## config.mk

```make
export PLATFORM = sky130hd
export DESIGN_NAME = nps_dist_unit
export DESIGN_NICKNAME = d
export VERILOG_FILES = /design/src/rtl/core/nps_pkg.sv /design/src/rtl/core/nps_dist_unit.sv
export SDC_FILE = /design/constraint.sdc
export NUM_CORES = 1
export LEC_CHECK = 0
export BUFFER_PORTS_ARGS = -buffer_cell sky130_fd_sc_hd__buf_2
export CELL_PAD_IN_SITES_DETAIL_PLACEMENT = 1
export CELL_PAD_IN_SITES_GLOBAL_PLACEMENT = 1
export CORE_ASPECT_RATIO = 0.8
export CORE_MARGIN = 1
export CORE_UTILIZATION = 49
export DETAILED_ROUTE_END_ITERATION = 12
export HOLD_SLACK_MARGIN = 0.03
export PLACE_DENSITY = 0.83
export SLEW_MARGIN = 20
export SYNTH_ARGS = -nofsm -noshare
export SYNTH_HDL_FRONTEND = slang
export SYNTH_SLANG_ARGS = --single-unit
```

## constraint.sdc

```tcl
create_clock -name clk -period 13.95 [get_ports clk]
set_input_delay 4.185 -clock clk [delete_from_list [all_inputs] [get_ports clk]]
set_output_delay 4.185 -clock clk [all_outputs]
set_load 0.01 [all_outputs]
```

## src/rtl/core/nps_pkg.sv

```systemverilog
// Shared types and constants for the nearest palette entry search block.
// No dependencies; every other file in rtl/core imports this package.

package nps_pkg;

  // Default sizing, handed to the top level parameters
  localparam int MAX_ENTRIES_DEF = 256;
  localparam int MAX_BANDS_DEF   = 4;
  localparam int VALUE_BITS_DEF  = 16;

  // Fixed field widths of the item and result beats
  localparam int OP_W          = 1;
  localparam int ENTRY_IDX_W   = 8;
  localparam int BAND_FIELD_W  = 16;
  localparam int BANDS_USED_W  = 3;
  localparam int IN_BAND_COUNT = 4;
  localparam int MATCH_IDX_W   = 8;
  localparam int DIST_W        = 34;

  // Configuration register widths and bus sizing
  localparam int ENTRY_COUNT_W = 9;
  localparam int BAND_COUNT_W  = 3;
  localparam int CFG_ADDR_W    = 3;
  localparam int CFG_DATA_W    = 32;

  // Item operation codes
  localparam logic [OP_W-1:0] OP_WRITE = 1'b0;
  localparam logic [OP_W-1:0] OP_QUERY = 1'b1;

  // Configuration register index (word address)
  typedef enum logic {
    REG_ENTRY_COUNT = 1'b0,
    REG_BAND_COUNT  = 1'b1
  } nps_reg_t;

  // Control from the scan sequencer to the distance unit
  typedef struct packed {
    logic clear;    // start a new entry: zero the accumulator
    logic band_en;  // a band pair is presented this cycle
  } nps_dist_ctl_t;

endpackage

```

## src/rtl/core/nps_dist_unit.sv

```systemverilog
// Shared distance unit: absolute difference, squarer and accumulator, one
// band per cycle. Depends on nps_pkg for the control struct.

module nps_dist_unit import nps_pkg::*; #(
  parameter int VALUE_BITS = VALUE_BITS_DEF
) (
  input  logic                      clk,
  input  logic                      rst,
  input  nps_dist_ctl_t             ctl,
  input  logic [VALUE_BITS-1:0]     pal_band,
  input  logic [VALUE_BITS-1:0]     pix_band,
  output logic [2*VALUE_BITS+1:0]   acc
);

  localparam int SQ_W  = 2 * VALUE_BITS;
  localparam int ACC_W = SQ_W + 2;

  logic [VALUE_BITS-1:0] diff;
  logic [SQ_W-1:0]       sq;
  logic                  sq_vld;

  // Absolute band difference
  always_comb begin
    if (pal_band >= pix_band) begin
      diff = pal_band - pix_band;
    end else begin
      diff = pix_band - pal_band;
    end
  end

  // Square stage
  always_ff @(posedge clk) begin
    if (rst) begin
      sq_vld <= 1'b0;
    end else begin
      sq_vld <= ctl.band_en;
    end
    sq <= SQ_W'(diff) * SQ_W'(diff);
  end

  // Accumulate stage; clear at the start of each entry
  always_ff @(posedge clk) begin
    if (ctl.clear) begin
      acc <= '0;
    end else if (sq_vld) begin
      acc <= acc + ACC_W'(sq);
    end
  end

endmodule

```

==> results_dict.tcl, run 1 <==
set metrics [dict create \
    path_clk_slew_ns 0.06 \
    finalClockSkew_ns 0.00472 \
    cpPeakStageDelay_ns 0.56 \
    drive_gt1_frac 0.0921 \
    grt_use_met1 0.322 \
    fmax_mhz 75.1 \
    layout.nets 1791 \
    grt_busiest_layer "met2" \
    die_h_um 142 \
    rsz0062_at_grt "no" \
    clock_path_buffers 2 \
    cts_max_level 3 \
    ys_warn_count 0 \
    grt_max_degree 41 \
    grt_pass1_vias 10600 \
    cts_tree "yes" \
    wl_um 30600 \
    drtIter0Drc 409 \
    cp_common_cell "inv_1" \
    yosysSeqAreaShare 0.110 \
    start_kind "input port" \
    cts_buffers 9 \
    final.period_utilization 0.954 \
    insertion_delay_ns 0.33 \
    outcome "completed" \
    hpwl_um 25700 \
    slew_headroom 0.319 \
    design_area_sq_mm 0.0130 \
    gp_congestion 0.859 \
    synth-main-ff-cell "dfxtp_1" \
    post-route-min-period_ns 13.31 \
    worst_slew_pin_slew_ns 1.02 \
    portBuffers 69 \
    synth-edff-count 0 \
    ios 70 \
    grt_pass1_wl_um 51400 \
    synthArstFlopShare 0 \
    die_w_um 177 \
    firstDrtPassIters 5 \
    place_area_sq_mm 0.0126 \
    critPathSlowestCell "a21oi_4" \
    synth-seq-cells 66 \
    gr-usage-met2 0.460 \
    clockRootBuffer "clkbuf_16" \
    synth_nets 1736 \
    num_vias 9633 \
    maxCapViolCount 0 \
    netlist_area_sq_mm 0.0120 \
    die_area_sq_mm 0.0251 \
    required_ns 14.17 \
    synthMostInstantiatedCell "inv_1" \
    cts.repair.resized 0 \
    ys_top_cells_by_area "fa_1 (28%), ha_1 (17%), dfxtp_1 (11%), inv_1 (8.4%), nor2_1 (3.3%)" \
    worstPathArrival_ns 13.53 \
    finalSetupViolations 0 \
    synth_top_area_share 0.276 \
    hold_buffers 0 \
    wl_per_cell_um 17.5 \
    avgViaCountPerCell 5.52 \
    finalMaxSlewViolations 0 \
    grtUsageTotal 0.257 \
    critical_path_class "in2reg" \
    start_util 0.505 \
    gr-total-overflow 0 \
    hold_violations 0 \
    use_met3 0.0421 \
    antenna_cells 0 \
    setup_tns_ns 0 \
    cts.sinks 66 \
    drc 0 \
    rows 50 \
    antenna_found_initial 0 \
    synth_cells 1374 \
    hold_path.class "reg2reg" \
    core_sq_mm 0.0237 \
    yosysTopAreaCell "fa_1" \
    cts_setup_buffers 0 \
    avgSynthCellArea_sq_um 8.72 \
    synth_cell_type_count 72 \
    cp-end-kind "flop" \
    postRouteAntennaNets 0 \
    netlist_top_cells_count "inv_1 (269), fa_1 (165), ha_1 (161)" \
    area_growth_pct 8.08 \
    path_max_fanout 19 \
]
cell usage in the layout, fill, tap and decap left out, types with 42 or more instances in the layout:
cell type,instances
a21oi_1,71
xnor2_1,42
ha_1,161
buf_2,69
inv_1,269
fa_1,165
a21o_1,45
dfxtp_1,65
nor2_1,104
nand2_1,97
state kept, by name, summed over array words and instances, names as in the netlist:
name / cells
acc: 34
sq_vld: 1
sq: 31
metrics by stage:
step / utilization / setup WS, ns / instances / hold WS, ns
finish: 0.546 / 0.639 / 1746 / 0.500
global route: 0.546 / 0.110 / 1746 / 0.533
CTS: 0.546 / 0.637 / 1746 / 0.500
detailed placement: 0.533 / 0.279 / 1730 / 0.492
global placement: 0.533 / 0.757 / 1730 / 0.481
floorplan: - / 1.77 / 1374 / 0.498
metal layers:
layer / up-vias / wire, um
li1: 4528 / -
met5: - / 0
met4: 0 / 553
met3: 47 / 1090
met1: 4882 / 13100
met2: 176 / 15800
final cells by class:
class                   count  area (sq um)
clock buffers               9           225
clock inverters             7          93.8
fillers                  2819         10800
inverters                 279          1050
multi-input cells         993          9450
flip-flops and latches     66          1320
well taps                 312           390
repair buffers             80           428
cell families (layout without fill, tap and decap cells):
kind of cell,Yosys count,after routing,synth area share
flops,66,66,0.110
xor+xnor,78,78,0.0601
buf+inv,315,375,0.102
fa+ha+maj,326,326,0.444
compound gates,249,249,0.137
simple gates,307,307,0.119
mux,33,33,0.0279
critical path, delay by kind of cell:
kind	cells	cell delay, ns
AO/OA/AOI/OAI	14	3.48
XOR/XNOR	2	0.63
adder cells (fa/ha/maj)	9	3.95
buffers and inverters	11	0.85
AND/OR/NAND/NOR	3	0.41
final timing paths:
| path | to | slack, ns | depth (start not counted) | from |
|---|---|---|---|---|
| hold reg to reg | acc[30] | 0.50 | 2 | acc[30] |
| setup / recovery | sq[30] | 0.64 | 39 | pal_band[0] |
| setup reg to reg | acc[31] | 10.49 | 11 | acc[2] |
| hold / removal | acc[30] | 0.50 | 2 | acc[30] |
Power of run 1 is not shown: default switching activity piles up to over one toggle a cycle in this logic, so the estimate is an artifact.
==> inputs of run 2 (changes only) <==
ABC_AREA = 1   (was not set)
CORE_UTILIZATION = 47   (was 49)
CTS_CLUSTER_DIAMETER = 50   (was not set)
==> run 2 against run 1 <==
Against the previous run: register-to-register slack gained 0.57 ns; synthesized area rose by 11%; clock-buffer cell count increased by 3; largest cell class unchanged; worst hold slack improved by 0.036 ns; sequential share of layout area decreased by 0.93 points; flip-flop and latch count is the same; first-iteration DRC count grew 110%; highest routed layer unchanged.
==> results_dict.tcl, run 2 <==
set metrics [dict create \
    outcome "completed" \
    wl_per_cell_um 17.9 \
    synth_top_family_by_area "adder cells" \
    mostFrequentLayoutCell "inv_1" \
    core_sq_mm 0.0275 \
    synth-seq-cells 66 \
    final_util 0.518 \
    die_w_um 190 \
    fmax_mhz 84.2 \
    postRouteAntennaNets 0 \
    fillers 3642 \
    path_max_fanout 18 \
    slew_headroom 0.267 \
    grtUsageTotal 0.299 \
    firstDrtPassIters 5 \
    cts.sinks 66 \
    hold_end "acc[33]" \
    avgViaCountPerCell 5.35 \
    avgSynthCellArea_sq_um 7.12 \
    synth_mux_area_frac 0 \
    netlist_top_cells_count "inv_1 (406), nand2_1 (372), nor2_1 (229)" \
    antenna_found_initial 0 \
    path_clk_slew_ns 0.06 \
    ys_warn_count 0 \
    layout.nets 2276 \
    synth_nets 2221 \
    finalClockSkew_ns 0.00614 \
    final_cell_mix "inv_1 (406), nand2_1 (372), nor2_1 (229), fa_1 (165), ha_1 (161)" \
    synthAdderAreaFrac 0.402 \
    grt_pass1_wl_um 68000 \
    hpwl_um 35600 \
    cts_max_level 3 \
    hold_buffers 0 \
    finalSetupViolations 0 \
    worstPathArrival_ns 12.14 \
    cpPeakStageDelay_ns 0.61 \
    insertion_delay_ns 0.34 \
    synth-edff-count 0 \
    drc 0 \
    r2r_start "sq[0]" \
    yosysTopAreaCell "fa_1" \
    min_from "acc[33]" \
    r2r_cells 11 \
    reg_top3 "acc: 34 flops, sq: 31 flops, sq_vld: 1 flops" \
    num_vias 12200 \
    wl_um 40900 \
    gp_congestion 0.936 \
    synth_xor_area_frac 0.0490 \
    worst_slew_pin_slew_ns 1.09 \
    synth_cell_type_count 45 \
    post-route-min-period_ns 11.88 \
    rr_endpoint "acc[22]" \
    start_util 0.482 \
    die_area_sq_mm 0.0289 \
    cp_common_cell "inv_1" \
    synthMostInstantiatedCell "inv_1" \
    cts_tree "yes" \
    cts.repair.resized 0 \
    finalMaxSlewViolations 0 \
    portBuffers 69 \
    largest_register_ffs 34 \
    area_growth_pct 7.51 \
    synth_cells 1859 \
    rows 54 \
    top_register "acc" \
    clockRootBuffer "clkbuf_16" \
    ys_top_cells_by_area "fa_1 (25%), ha_1 (15%), inv_1 (12%), nand2_1 (11%), dfxtp_1 (10%)" \
    synth_top_area_share 0.249 \
    drive_gt1_frac 0.0735 \
    synthSimpleGateAreaFrac 0.228 \
    synth-compound-area-share 0.0898 \
    critical_path_class "in2reg" \
    required_ns 14.21 \
    rsz0062_at_grt "no" \
    start_kind "input port" \
    final.period_utilization 0.852 \
    antenna_cells 0 \
    gr-total-overflow 0 \
    cts_buffers 9 \
    drtIter0Drc 855 \
    hold_path.class "reg2reg" \
    ios 70 \
    cp-startpoint "pal_band[0]" \
    clock_path_buffers 2 \
    cp-end-kind "flop" \
    path_buf_inv 11 \
    grt_max_degree 49 \
    maxCapViolCount 0 \
    min_path_cells 2 \
    synthArstFlopShare 0 \
    critPathSlowestCell "o21ai_0" \
    die_h_um 152 \
    setup_tns_ns 0 \
    cts_setup_buffers 0 \
    critical-path-top-delay-family "adder cells" \
    rrSetupSlack_ns 11.06 \
    hold_violations 0 \
    netlist_area_sq_mm 0.0132 \
    grt_pass1_vias 13200 \
    yosysSeqAreaShare 0.0998 \
    synth-main-ff-cell "dfxtp_1" \
]
-- run 2: cell types whose count changed in the layout (fill, tap and decap cells not counted), moves of 20 or more --
cell | before | now
nand2_1 | 97 | 372
a21oi_1 | 71 | 101
nand3_1 | 14 | 60
nand2b_1 | 23 | 0
a21o_1 | 45 | 6
nor2_1 | 104 | 229
xnor2_1 | 42 | 20
inv_1 | 269 | 406
xor2_1 | 31 | 51
mux2i_1 | 30 | 0
o21ai_0 | 31 | 74
-- run 2: final cells by class --
| cell class | count | area [sq um] | share of cell area |
|---|---|---|---|
| multi-input combinational | 1344 | 10200 | 0.715 |
| inverter | 423 | 1600 | 0.112 |
| sequential | 66 | 1320 | 0.0928 |
| tap | 364 | 455 | 0.0320 |
| timing repair buffer | 70 | 353 | 0.0248 |
| clock buffer | 12 | 256 | 0.0180 |
| clock inverter | 4 | 73.8 | 0.00518 |
-- run 2: metrics by stage --
stage          setup slack [ns]  instance area, sq um  std cells  hold slack [ns]
2_1_floorplan              3.47                 13200       1859            0.534
3_3_place_gp               2.07                 13900       2267            0.496
3_5_place_dp               1.93                 13900       2267            0.516
4_1_cts                    2.26                 14200       2283            0.534
5_1_grt                    1.54                 14200       2283            0.576
6_report                   2.07                 14200       2283            0.537
-- run 2: tightest hold or removal path, delay by kind of cell (launching register included) --
kind,cells,cell delay (ns)
flops,1,0.36
simple gates,1,0.09
compound gates,1,0.05
-- run 2: kinds of logic after synthesis --
kind of cell,after synthesis
buffers and inverters,449
DFF,66
adders and majority gates,326
and+or+nand+nor,731
xor gates and xnor gates,72
AOI/OAI and AO/OA,215
-- run 2: worst max-delay path by stage --
stage	endpoint	slack, ns	cells past startpoint
after CTS	sq[29]	2.26	35
after detailed placement	sq[29]	1.93	35
final	sq[29]	2.07	35
after floorplan	sq[28]	3.47	34
after global placement	sq[21]	2.07	30
after global routing	sq[21]	1.54	30
-- run 2: per-layer routing --
layer	global-route usage	vias up	routed length, um	share of wire
li1	-	5786	-	-
met1	0.441	6064	20000	0.49
met2	0.465	345	17600	0.43
met3	0.0583	28	2940	0.072
met4	0.0326	0	321	0.0079
met5	0	-	0	0
Power of run 2 is left out for the same reason.
==> inputs of run 3 (changes only) <==
CORE_UTILIZATION = 33   (was 47)
PLACE_DENSITY = 0.62   (was 0.83)
==> run 3 against run 2 <==
Against the previous run: maximum frequency grew 0.96%; worst hold slack got worse by 0.032 ns; cell area rose by 1.2%; die area increased by 42%; first-iteration DRC count shrank 11%; critical path depth decreased by 4.
==> results_dict.tcl, run 3 (synthesis results as in run 2) <==
set metrics [dict create \
    grt_max_degree 49 \
    worstSetupEndpoint "sq[25]" \
    antenna_cells 0 \
    wl_um 40800 \
    area_growth_pct 8.76 \
    maxCapViolCount 0 \
    wl_per_cell_um 16.6 \
    drtIter0Drc 760 \
    required_ns 14.16 \
    finalMaxSlewViolations 0 \
    clock_path_buffers 2 \
    slew_headroom 0.375 \
    worst_slew_pin_slew_ns 0.928 \
    firstDrtPassIters 5 \
    cts.sinks 66 \
    cp-end-kind "flop" \
    rsz0062_at_grt "no" \
    use_met3 0.0262 \
    rr_endpoint "acc[22]" \
    largest_register_ffs 34 \
    gr-usage-met2 0.311 \
    top_register "acc" \
    drc 0 \
    num_vias 11900 \
    cpPeakStageDelay_ns 0.77 \
    die_w_um 226 \
    mostFrequentLayoutCell "inv_1" \
    core_sq_mm 0.0395 \
    die_h_um 181 \
    hold_buffers 0 \
    postRouteAntennaNets 0 \
    insertion_delay_ns 0.34 \
    final.period_utilization 0.843 \
    start_kind "input port" \
    cts.repair.resized 0 \
    hold_path.class "reg2reg" \
    clockRootBuffer "clkbuf_16" \
    r2r_start "acc[0]" \
    worstPathArrival_ns 11.98 \
    path_max_fanout 19 \
    cts_setup_buffers 0 \
    design_area_sq_mm 0.0144 \
    hpwl_um 36000 \
    grt_pass1_wl_um 67300 \
    grtUsageTotal 0.211 \
    hold_violations 0 \
    rrSetupSlack_ns 11.14 \
    whs_ns 0.504 \
    post-route-min-period_ns 11.77 \
    cp_common_cell "nand2_1" \
    layout.nets 2276 \
    outcome "completed" \
    avgViaCountPerCell 4.83 \
    path_clk_slew_ns 0.06 \
    reg_top3 "acc: 34 flops, sq: 31 flops, sq_vld: 1 flops" \
    gp_congestion 0.935 \
    die_area_sq_mm 0.0409 \
    grt_busiest_layer "met1" \
    final_cell_mix "inv_1 (406), nand2_1 (372), nor2_1 (229), fa_1 (165), ha_1 (161)" \
    final_util 0.364 \
    gr-total-overflow 0 \
    ios 70 \
    place_area_sq_mm 0.0141 \
    critical_path_class "in2reg" \
    r2r_cells 11 \
    cts_max_level 3 \
    cts_buffers 9 \
    start_util 0.335 \
    setup_tns_ns 0 \
    portBuffers 69 \
    grt_pass1_vias 12500 \
    cp-startpoint "pal_band[0]" \
    finalClockSkew_ns 0.00706 \
    cts_tree "yes" \
    finalSetupViolations 0 \
    fmax_mhz 85.0 \
    grt_use_met1 0.333 \
    antenna_found_initial 0 \
    drive_gt1_frac 0.0740 \
    critPathSlowestCell "ha_1" \
    rows 65 \
]
[run 3: cell types whose count changed in the layout (fill, tap and decap cells not counted)]
cell | before | now
clkinv_4 | 1 | 0
clkinvlp_4 | 0 | 3
clkinv_2 | 2 | 3
clkbuf_8 | 2 | 1
inv_6 | 1 | 2
bufinv_16 | 2 | 0
clkbuf_1 | 1 | 0
[run 3: worst min path at each step]
| stage | from | to | slack, ns | cells after the start |
|---|---|---|---|---|
| floorplan | acc[33] | acc[33] | 0.53 | 2 |
| global placement | acc[33] | acc[33] | 0.49 | 2 |
| detailed placement | acc[33] | acc[33] | 0.50 | 2 |
| CTS | acc[33] | acc[33] | 0.51 | 2 |
| global route | acc[33] | acc[33] | 0.57 | 2 |
| finish | acc[33] | acc[33] | 0.50 | 2 |
[run 3: area by class of cell]
class	instances	area, sq um
clock inverter	6	41.3
multi-input combinational	1344	10200
fill	5018	25100
timing repair buffer	70	353
clock buffer	10	239
tap	536	671
inverter	423	1600
sequential	66	1320
[run 3: per-layer routing]
metal  share of wire  vias up
met3           0.048       19
met5               0        -
met4          0.0059        0
met1            0.54     5836
met2            0.41      214
li1                -     5792
[run 3: worst max-delay path: cells and delay by family]
family	cells	cell delay (ns)
fa+ha+maj	8	4.30
simple gates	10	1.42
buf+inv	8	0.94
compound gates	4	0.91
xor+xnor	1	0.20
[run 3: stage by stage]
stage	instances	setup WS [ns]
2_1_floorplan	1859	3.47
3_3_place_gp	2439	2.03
3_5_place_dp	2439	1.84
4_1_cts	2455	2.19
5_1_grt	2455	1.66
6_report	2455	2.18
Power of run 3 is left out for the same reason.
