--- src/rtl/core/nps_pkg.sv ---
// Shared types and constants for the nearest palette entry search block.
// No dependencies; every other file in rtl/core imports this package.

package nps_pkg;

  // Default sizing, handed to the top level parameters
  localparam int MAX_ENTRIES_DEF = 256;
  localparam int MAX_BANDS_DEF   = 4;
  localparam int VALUE_BITS_DEF  = 16;

  // Fixed field widths of the item and result beats
  localparam int OP_W          = 1;
  localparam int ENTRY_IDX_W   = 8;
  localparam int BAND_FIELD_W  = 16;
  localparam int BANDS_USED_W  = 3;
  localparam int IN_BAND_COUNT = 4;
  localparam int MATCH_IDX_W   = 8;
  localparam int DIST_W        = 34;

  // Configuration register widths and bus sizing
  localparam int ENTRY_COUNT_W = 9;
  localparam int BAND_COUNT_W  = 3;
  localparam int CFG_ADDR_W    = 3;
  localparam int CFG_DATA_W    = 32;

  // Item operation codes
  localparam logic [OP_W-1:0] OP_WRITE = 1'b0;
  localparam logic [OP_W-1:0] OP_QUERY = 1'b1;

  // Configuration register index (word address)
  typedef enum logic {
    REG_ENTRY_COUNT = 1'b0,
    REG_BAND_COUNT  = 1'b1
  } nps_reg_t;

  // Control from the scan sequencer to the distance unit
  typedef struct packed {
    logic clear;    // start a new entry: zero the accumulator
    logic band_en;  // a band pair is presented this cycle
  } nps_dist_ctl_t;

endpackage

--- src/rtl/core/nps_cfg_regs.sv ---
// APB-style configuration registers: entry_count and band_count.
// Depends on nps_pkg for register indexes and widths.

module nps_cfg_regs import nps_pkg::*; (
  input  logic                     clk,
  input  logic                     rst,
  input  logic                     psel,
  input  logic                     penable,
  input  logic                     pwrite,
  input  logic [CFG_ADDR_W-1:0]    paddr,
  input  logic [CFG_DATA_W-1:0]    pwdata,
  output logic [CFG_DATA_W-1:0]    prdata,
  output logic                     pready,
  output logic [ENTRY_COUNT_W-1:0] entry_count,
  output logic [BAND_COUNT_W-1:0]  band_count
);

  nps_reg_t reg_sel;
  logic     wr_en;

  // Registers sit on 32-bit words; decode the word address
  assign reg_sel = nps_reg_t'(paddr[2]);
  assign wr_en   = psel && penable && pwrite;
  assign pready  = 1'b1;

  // Write on the access cycle
  always_ff @(posedge clk) begin
    if (rst) begin
      entry_count <= '0;
      band_count  <= '0;
    end else if (wr_en) begin
      case (reg_sel)
        REG_ENTRY_COUNT: entry_count <= pwdata[ENTRY_COUNT_W-1:0];
        REG_BAND_COUNT:  band_count  <= pwdata[BAND_COUNT_W-1:0];
        default: begin
        end
      endcase
    end
  end

  // Read back the selected register
  always_comb begin
    case (reg_sel)
      REG_ENTRY_COUNT: prdata = CFG_DATA_W'(entry_count);
      REG_BAND_COUNT:  prdata = CFG_DATA_W'(band_count);
      default:         prdata = '0;
    endcase
  end

endmodule

--- config.mk ---
export PLATFORM = sky130hd
export DESIGN_NAME = nps_cfg_regs
export DESIGN_NICKNAME = d
export VERILOG_FILES = /design/src/rtl/core/nps_pkg.sv /design/src/rtl/core/nps_cfg_regs.sv
export SDC_FILE = /design/constraint.sdc
export NUM_CORES = 1
export LEC_CHECK = 0
export BUFFER_PORTS_ARGS = -buffer_cell sky130_fd_sc_hd__buf_4
export CORE_MARGIN = 10
export CORE_UTILIZATION = 33
export DETAILED_ROUTE_END_ITERATION = 7
export MAX_ROUTING_LAYER = met4
export PLACE_DENSITY = 0.77
export SETUP_SLACK_MARGIN = 0.5
export SLEW_MARGIN = 15
export SYNTH_ARGS = -nofsm -noshare
export SYNTH_HDL_FRONTEND = slang
export SYNTH_SLANG_ARGS = --single-unit
--- constraint.sdc ---
create_clock -name clk -period 1.6 [get_ports clk]
set_input_delay 0.32 -clock clk [delete_from_list [all_inputs] [get_ports clk]]
set_output_delay 0.32 -clock clk [all_outputs]
set_load 0.1 [all_outputs]
==> metrics.cfg, run 1 <==
[placed_design]
gp_congestion=0.764
place_ws_ns=0.155
hpwlAfterDp_um=1710
port-buffer-count=35

[power]
ir_drop_mv=0.347
leakage_nw=0.664
power.density_nw_per_um2=630
power_mw=0.954

[floorplan]
rows=17
die_height_um=69.2
die_area_um2=4790
ios=85
start_util_pct=35.5
dieWidth_um=69.2
core-area_um2=2250

[global_route]
gr-total-overflow=0
grt_max_degree=22
grt.total_usage_pct=9.91
grt_pass1_wl_um=3940
grt_pass1_vias=685
antenna_found_initial=0

[critical_path]
crit_slowest_cell=dfxtp_4
path_cells=mux2_4, buf_12
crit_type=flip-flop to output port
path_delay_family=flip-flops
cp_num_buf_inv=1
cp-end-kind=output port
start_kind=flip-flop
cpPeakStageDelay_ns=0.35
cp.required_ns=1.28
cp.depth=2
worstPathMaxFanout=2
ff2ff_path_depth=4
cp_data_arrival_time_ns=1.06

[synthesis]
netlist_instances=86
muxShareOfSynthArea_pct=19.2
synth_cell_types=11
yosysSeqAreaShare_pct=30.0
synthSimpleGateAreaFrac_pct=23.9
synth_top_family_by_area=buffers and inverters
synthAdderAreaFrac_pct=0
netlist_area_um2=800
synth_xor_area_share_pct=0
synth_warnings=0
avgSynthCellArea_um2=9.30
ys_ff_latch=12
synth_compound_area_share_pct=0

[finish]
finalNetCount=175
multi_input_area_um2=492
fill_cells=161
syn2layout_area_growth_pct=89.2
drive_gt1_share_pct=56.0
seq_area_um2=285
fin_util_pct=67.1
n_antenna_cell=0

[flow_run]
max_cap_violations=0

[sta]
fmax_mhz=723
fin_ws_ns=0.217
slew_viol_final=0
timing.hold.ws_ns=0.309
setup_tns_ns=0
hold_viol=0
setup-violations-final=0
fin_skew_ns=0
rsz0062_at_grt=yes
period_minus_slack_ns=1.38
post-route-period-util_pct=86.5

[route]
totalWireLength_um=2540
initialDrtViolationCount=26
drc=0
wl_per_cell_um=15.7
routed-via-count=666
detail_route.vias_per_cell=4.11
first_pass_iters=4
drtAntennaViolNets=0

[clock_tree]
clk_pin_slew_ns=0.08
cts_buffers=3
cts_htree_levels=1
clock-sinks=12
cts.path.max_buffers=2
cts-root-buf=clkbuf_4
insertion_delay_ns=0.26
cts_tree=built

[hold_path]
hp-class=input port to flip-flop
holdPathStages=3

[run_status]
outcome=complete, no violations

## cell type report
type	instances	share of cell area [%]
timing repair buffer	50	44.6
clock buffer	3	1.49
sequential	12	18.9
clock inverter	1	0.248
multi-input combinational	68	32.5
tap	28	2.32
## sequential cells by signal (all words and copies together), names as in the netlist
| name | count |
|---|---|
| entry_count | 9 |
| band_count | 3 |
## where the power goes
| part | total [mW] | internal [mW] | switching, mW |
|---|---|---|---|
| logic | 0.467 | 0.0985 | 0.368 |
| clock network | 0.192 | 0.0900 | 0.102 |
| registers | 0.295 | 0.289 | 0.00554 |
## cell families after synthesis
| group | Yosys count |
|---|---|
| DFF | 12 |
| muxes | 15 |
| and+or+nand+nor | 29 |
| buffers and inverters | 28 |
| other | 2 |
## metal layers
metal / GRT usage (%) / share of wire (%)
met5: - / 0
met4: 0.665 / 0.28
met3: 4.71 / 7.9
met2: 17.2 / 54
met1: 10.3 / 37
## tightest hold or removal path, cell delays in order
cell,delay [ns]
buf_4,0.11
nand2b_1,0.06
mux2i_1,0.06
## timing repair
item,in CTS,in global routing
hold buffers,0,0
setup endpoints to repair,21,21
gates resized for setup,63,10
buffers inserted,5,8
## layout by cell type, fill, tap and decap left out
| cell type | Yosys | final |
|---|---|---|
| and4b_1 | 1 | 1 |
| buf_12 | 0 | 20 |
| buf_4 | 25 | 17 |
| buf_6 | 1 | 13 |
| clkbuf_4 | 0 | 3 |
| clkinv_1 | 0 | 1 |
| conb_1 | 2 | 24 |
| dfxtp_4 | 0 | 12 |
| mux2_4 | 0 | 3 |
| mux2i_1 | 12 | 12 |
| nand2b_1 | 21 | 21 |
| nand4_2 | 1 | 1 |
| nor2b_4 | 0 | 6 |
## worst paths after layout
path | slack [ns] | startpoint | endpoint
setup / recovery | 0.22 | entry_count[2] | prdata[2]
setup reg to reg | 0.76 | entry_count[2] | entry_count[2]
hold reg to reg | 0.51 | entry_count[5] | entry_count[5]
hold / removal | 0.31 | pwdata[3] | entry_count[3]
## synth_stat cells, drive strengths merged
cell,instances,share of area (%)
nand2b,21,16
mux2i,12,15
dfxtp,12,30
conb,2,0.94
nand4,1,1.6
buf,26,25
nor2b,6,4.7
mux2,3,4.2
and4b,1,1.3
clkbuf,2,0.94
## metrics by stage
stage / cell area, µm² / cells
after floorplan: 991 / 108
after global placement: 1090 / 145
after detailed placement: 1090 / 145
after CTS: 1410 / 154
after global routing: 1510 / 162
final: 1510 / 162
(Power assumes the default switching activity.)
==> inputs of run 2 (changes only) <==
--- a/config.mk
+++ b/config.mk
@@ -11,7 +11,6 @@
 export DETAILED_ROUTE_END_ITERATION = 7
 export MAX_ROUTING_LAYER = met4
 export PLACE_DENSITY = 0.77
-export SETUP_SLACK_MARGIN = 0.5
 export SLEW_MARGIN = 15
 export SYNTH_ARGS = -nofsm -noshare
 export SYNTH_HDL_FRONTEND = slang
==> run 2 against run 1 <==
Worst hold slack worse by 0.0085 ns. Clock power is 27% higher. Cell area is 27% lower. Critical path depth stayed put. Register-to-register slack better by 0.24 ns. Total power is 1.1% higher. Largest cell class is now multi-input gates. Highest routed layer unchanged.
==> metrics.cfg, run 2 (synthesis results as in run 1) <==
[run_status]
outcome=complete, no violations

[placed_design]
place_ws_ns=0.173  ; +0.0180 ns
gp_congestion=0.807  ; +5.6%
port-buffer-count=35  ; unchanged
hpwlAfterDp_um=1750  ; +2.5%
dpl-instance-area_um2=1060  ; -2.6%

[clock_tree]
clk_pin_slew_ns=0.08  ; about the same
ctsHoldBuffers=0  ; unchanged
cts_setup_buffers=0  ; -5
cts_resized=0  ; -100%
cts_tree=built
cts-root-buf=clkbuf_4
clock-sinks=12  ; unchanged
cts.path.max_buffers=2  ; unchanged
cts_buffers=3  ; unchanged
cts_htree_levels=1  ; unchanged
insertion_delay_ns=0.27  ; about the same

[critical_path]
cp_data_arrival_time_ns=1.10  ; +0.04 ns
worstPathMaxFanout=3  ; +1
crit_slowest_cell=dfxtp_2
start_kind=flip-flop
cp.required_ns=1.28  ; about the same
ff2ff_path_depth=2  ; -2
crit_type=flip-flop to output port
cpPeakStageDelay_ns=0.34  ; about the same
path_cells=mux2_2, buf_4
cp-end-kind=output port

[finish]
multi_input_area_um2=480  ; -2.3%
seq_area_um2=268  ; -6.1%
final_common_cell=buf_4
fill_cells=220  ; +37%
largest_register_ffs=9  ; unchanged
final_cell_mix=buf_4, conb_1, nand2b_1
top_register=entry_count
drive_gt1_share_pct=52.1  ; -3.9 points
finalNetCount=162  ; -7.4%
fin_area_um2=1100  ; -27%
syn2layout_area_growth_pct=37.2
top_regs=entry_count x9, band_count x3
n_antenna_cell=0  ; unchanged

[global_route]
antenna_found_initial=0  ; unchanged
grt_pass1_vias=715  ; +4.4%
grt_max_degree=22  ; unchanged
met2_usage_pct=12.5  ; -4.7 points
busiest_layer=met2
grt_pass1_wl_um=3410  ; -13%
grtUsageMet3_pct=4.28  ; -0.43 points
grtUsageMet1_pct=9.80  ; -0.55 points
grt.total_usage_pct=8.58  ; -1.3 points
gr-total-overflow=0  ; unchanged

[sta]
post-route-period-util_pct=89.0  ; +2.6 points
fin_skew_ns=0  ; unchanged
period_minus_slack_ns=1.42  ; +0.0408 ns
fmax_mhz=702  ; -2.9%
setup-violations-final=0  ; unchanged
hold_viol=0  ; unchanged
setup_tns_ns=0  ; unchanged
fin_ws_ns=0.176  ; -0.0408 ns
rsz0062_at_grt=no
slew_viol_final=0  ; unchanged

[route]
initialDrtViolationCount=16  ; -38%
drtAntennaViolNets=0  ; unchanged
routed-via-count=620  ; -6.9%
wl_per_cell_um=14.2  ; -9.7%
detail_route.vias_per_cell=4.16  ; +1.2%
drc=0  ; unchanged
totalWireLength_um=2110  ; -17%
first_pass_iters=4  ; unchanged

[power]
cellInternalPower_mw=0.497  ; +4.0%
leakage_nw=0.525  ; -21%
power.switching_mw=0.467  ; -1.8%
power_mw=0.964  ; +1.1%
combPwrFrac_pct=43.3  ; -5.6 points
pwr-share-seq_pct=31.6  ; +0.7 points
ir_drop_mv=0.358  ; +3.1%
power.density_nw_per_um2=879  ; +39%
swShare_pct=48.4  ; -1.5 points
clkPwrFrac_pct=25.2  ; +5.1 points

[hold_path]
holdPathStages=3  ; unchanged
hp-class=input port to flip-flop

[floorplan]
rows=17  ; unchanged
die_area_um2=4790  ; unchanged
die_height_um=69.2  ; unchanged
core-area_um2=2250  ; unchanged
start_util_pct=35.5  ; unchanged
dieWidth_um=69.2  ; unchanged
ios=85  ; unchanged

[flow_run]
max_cap_violations=0  ; unchanged

==> run 2: cell count changes in the layout (fill, tap and decap cells not counted), sizes merged <==
cell    change
buf        -13
clkbuf      +1
clkinv      -1
==> run 2: layout make-up <==
class | count | share of cell area, %
multi-input combinational | 68 | 43.8
timing repair buffer | 37 | 25.3
sequential | 12 | 24.4
clock buffer | 4 | 3.31
tap | 28 | 3.19
==> run 2: stage by stage <==
step	hold slack (ns)	instances	utilization (%)
2_1_floorplan	0.465	108	-
3_3_place_gp	0.466	145	47.1
3_5_place_dp	0.467	145	47.1
4_1_cts	0.295	149	48.7
5_1_grt	0.297	149	48.7
6_report	0.300	149	48.7
==> run 2: final timing paths <==
check,start,end,slack [ns]
worst min register to register,entry_count[0],entry_count[0],0.48
worst max register to register,band_count[1],band_count[1],1.00
worst min-delay path,pwdata[7],entry_count[7],0.30
worst max-delay path,band_count[1],prdata[1],0.18
==> run 2: power by group through the flow <==
stage	clock network [mW]	logic, mW	registers [mW]
2_1_floorplan	0	0.362	0.359
3_5_place_dp	0	0.415	0.311
3_3_place_gp	0	0.413	0.311
5_1_grt	0.271	0.428	0.306
4_1_cts	0.253	0.415	0.305
6_report	0.243	0.417	0.304
==> run 2: worst max-delay path, delay by kind of cell (launching register included) <==
kind | cells | cell delay, ns
DFF | 1 | 0.34
muxes | 1 | 0.26
buffers and inverters | 1 | 0.23
==> run 2: layer usage <==
metal | vias to the layer above | wire (µm) | part of all wire, %
li1 | 295 | - | -
met2 | 37 | 918 | 43
met4 | 0 | 4 | 0.19
met1 | 286 | 966 | 46
met3 | 2 | 221 | 10
met5 | - | 0 | 0
==> inputs of run 3 (changes only) <==
==> constraint.sdc (replaced) <==
create_clock -name clk -period 1.6 [get_ports clk]
set_input_delay 0.32 -clock clk [delete_from_list [all_inputs] [get_ports clk]]
set_output_delay 0.32 -clock clk [all_outputs]
set_load 0.02 [all_outputs]
==> run 3 against run 2 <==
Total power decreased by 27%. Clock power about the same. Cell area fell by 7.3%. Critical path type unchanged. Sequential share of layout area down 0.79 points. Count of clock-buffer cells in the layout unchanged.
==> metrics.cfg, run 3 (synthesis results as in run 1) <==
[run_status]
outcome=complete, no violations

[finish]
top_register=entry_count
syn2layout_area_growth_pct=27.2
final_cell_mix=buf_4, conb_1, nand2b_1
drive_gt1_share_pct=36.7  ; -15 points
final_common_cell=buf_4
finalNetCount=161  ; -0.62%
largest_register_ffs=9  ; unchanged
n_antenna_cell=0  ; unchanged
finalNonFillerCells=148  ; -0.67%
top_regs=entry_count x9, band_count x3

[clock_tree]
cts_resized=0  ; unchanged
cts_setup_buffers=0  ; unchanged
cts.path.max_buffers=2  ; unchanged
cts_buffers=3  ; unchanged
cts_htree_levels=1  ; unchanged
insertion_delay_ns=0.27  ; about the same
cts-root-buf=clkbuf_4
cts_tree=built
clk_pin_slew_ns=0.08  ; about the same
clock-sinks=12  ; unchanged
ctsHoldBuffers=0  ; unchanged

[sta]
period_minus_slack_ns=1.35  ; -0.0748 ns
post-route-period-util_pct=84.3  ; -4.7 points
setup-violations-final=0  ; unchanged
fmax_mhz=741  ; +5.5%
hold_viol=0  ; unchanged
fin_skew_ns=0  ; unchanged
setup_tns_ns=0  ; unchanged
timing.hold.ws_ns=0.311  ; +0.0109 ns
rsz0062_at_grt=no
slew_viol_final=0  ; unchanged

[flow_run]
max_cap_violations=0  ; unchanged

[critical_path]
start_kind=flip-flop
cp_data_arrival_time_ns=1.03  ; -0.07 ns
crit_type=flip-flop to output port
cp-end-kind=output port
worstPathMaxFanout=3  ; unchanged
cp.required_ns=1.28  ; about the same

[global_route]
grtUsageMet1_pct=8.74  ; -1.1 points
grt_max_degree=22  ; unchanged
busiest_layer=met2
met2_usage_pct=10.6  ; -1.9 points
grtUsageMet3_pct=4.42  ; +0.14 points
antenna_found_initial=0  ; unchanged
gr-total-overflow=0  ; unchanged
grt_pass1_wl_um=3010  ; -12%
grt_pass1_vias=667  ; -6.7%
grt.total_usage_pct=7.49  ; -1.1 points

[route]
routed-via-count=597  ; -3.7%
detail_route.vias_per_cell=4.03  ; -3.1%
totalWireLength_um=1930  ; -8.7%
drc=0  ; unchanged
wl_per_cell_um=13.0  ; -8.1%
drtAntennaViolNets=0  ; unchanged
first_pass_iters=4  ; unchanged
initialDrtViolationCount=4  ; -12

[power]
ir_drop_mv=0.391  ; +9.4%
power.density_nw_per_um2=688  ; -22%
leakage_nw=0.511  ; -2.7%

[placed_design]
hpwlAfterDp_um=1620  ; -7.8%
gp_congestion=0.642  ; -20%
port-buffer-count=35  ; unchanged
dp_cells=144  ; -0.69%

[floorplan]
die_height_um=69.2  ; unchanged
ios=85  ; unchanged
dieWidth_um=69.2  ; unchanged
start_util_pct=35.5  ; unchanged
die_area_um2=4790  ; unchanged
core-area_um2=2250  ; unchanged
rows=17  ; unchanged

[hold_path]
hp-class=input port to flip-flop

run 3: cell count changes in the layout (fill, tap and decap cells not counted), sizes merged:
cell	before	now
buf	37	36
run 3: layout make-up:
| class | instances | area [µm²] |
|---|---|---|
| multi-input combinational | 68 | 435 |
| timing repair buffer | 36 | 270 |
| sequential | 12 | 240 |
| fill | 219 | 1240 |
| tap | 28 | 35.0 |
| clock buffer | 4 | 36.3 |
run 3: report_power, final:
| group | switching (mW) | leakage, nW | internal, mW |
|---|---|---|---|
| combinational | 0.0952 | 0.393 | 0.0551 |
| sequential | 0.00473 | 0.0971 | 0.305 |
| clock | 0.102 | 0.0210 | 0.138 |
run 3: stage by stage:
step           instance area (µm²)  worst slack, ns  power [mW]  utilization, %
2_1_floorplan                  882            0.434       0.462               -
3_3_place_gp                   981            0.289       0.463            43.5
3_5_place_dp                   981            0.267       0.466            43.5
4_1_cts                       1020            0.236       0.706            45.1
5_1_grt                       1020            0.211       0.734            45.1
6_report                      1020            0.251       0.700            45.1
run 3: critical path, cell delays in order, from the launching register on:
cell and delay [ns]:
dfxtp_1 0.34, mux2_2 0.27, buf_4 0.16
run 3: final timing paths:
path,startpoint,to,slack [ns],cells after the start
max,band_count[0],prdata[0],0.25,2
min,pwdata[6],entry_count[6],0.31,3
max reg2reg,band_count[2],band_count[2],0.96,2
min reg2reg,entry_count[3],entry_count[3],0.49,2
run 3: metal layers:
| metal | routed length (µm) | share of wire (%) |
|---|---|---|
| met1 | 905 | 47 |
| met2 | 777 | 40 |
| met3 | 244 | 13 |
| met4 | 0 | 0 |
| met5 | 0 | 0 |
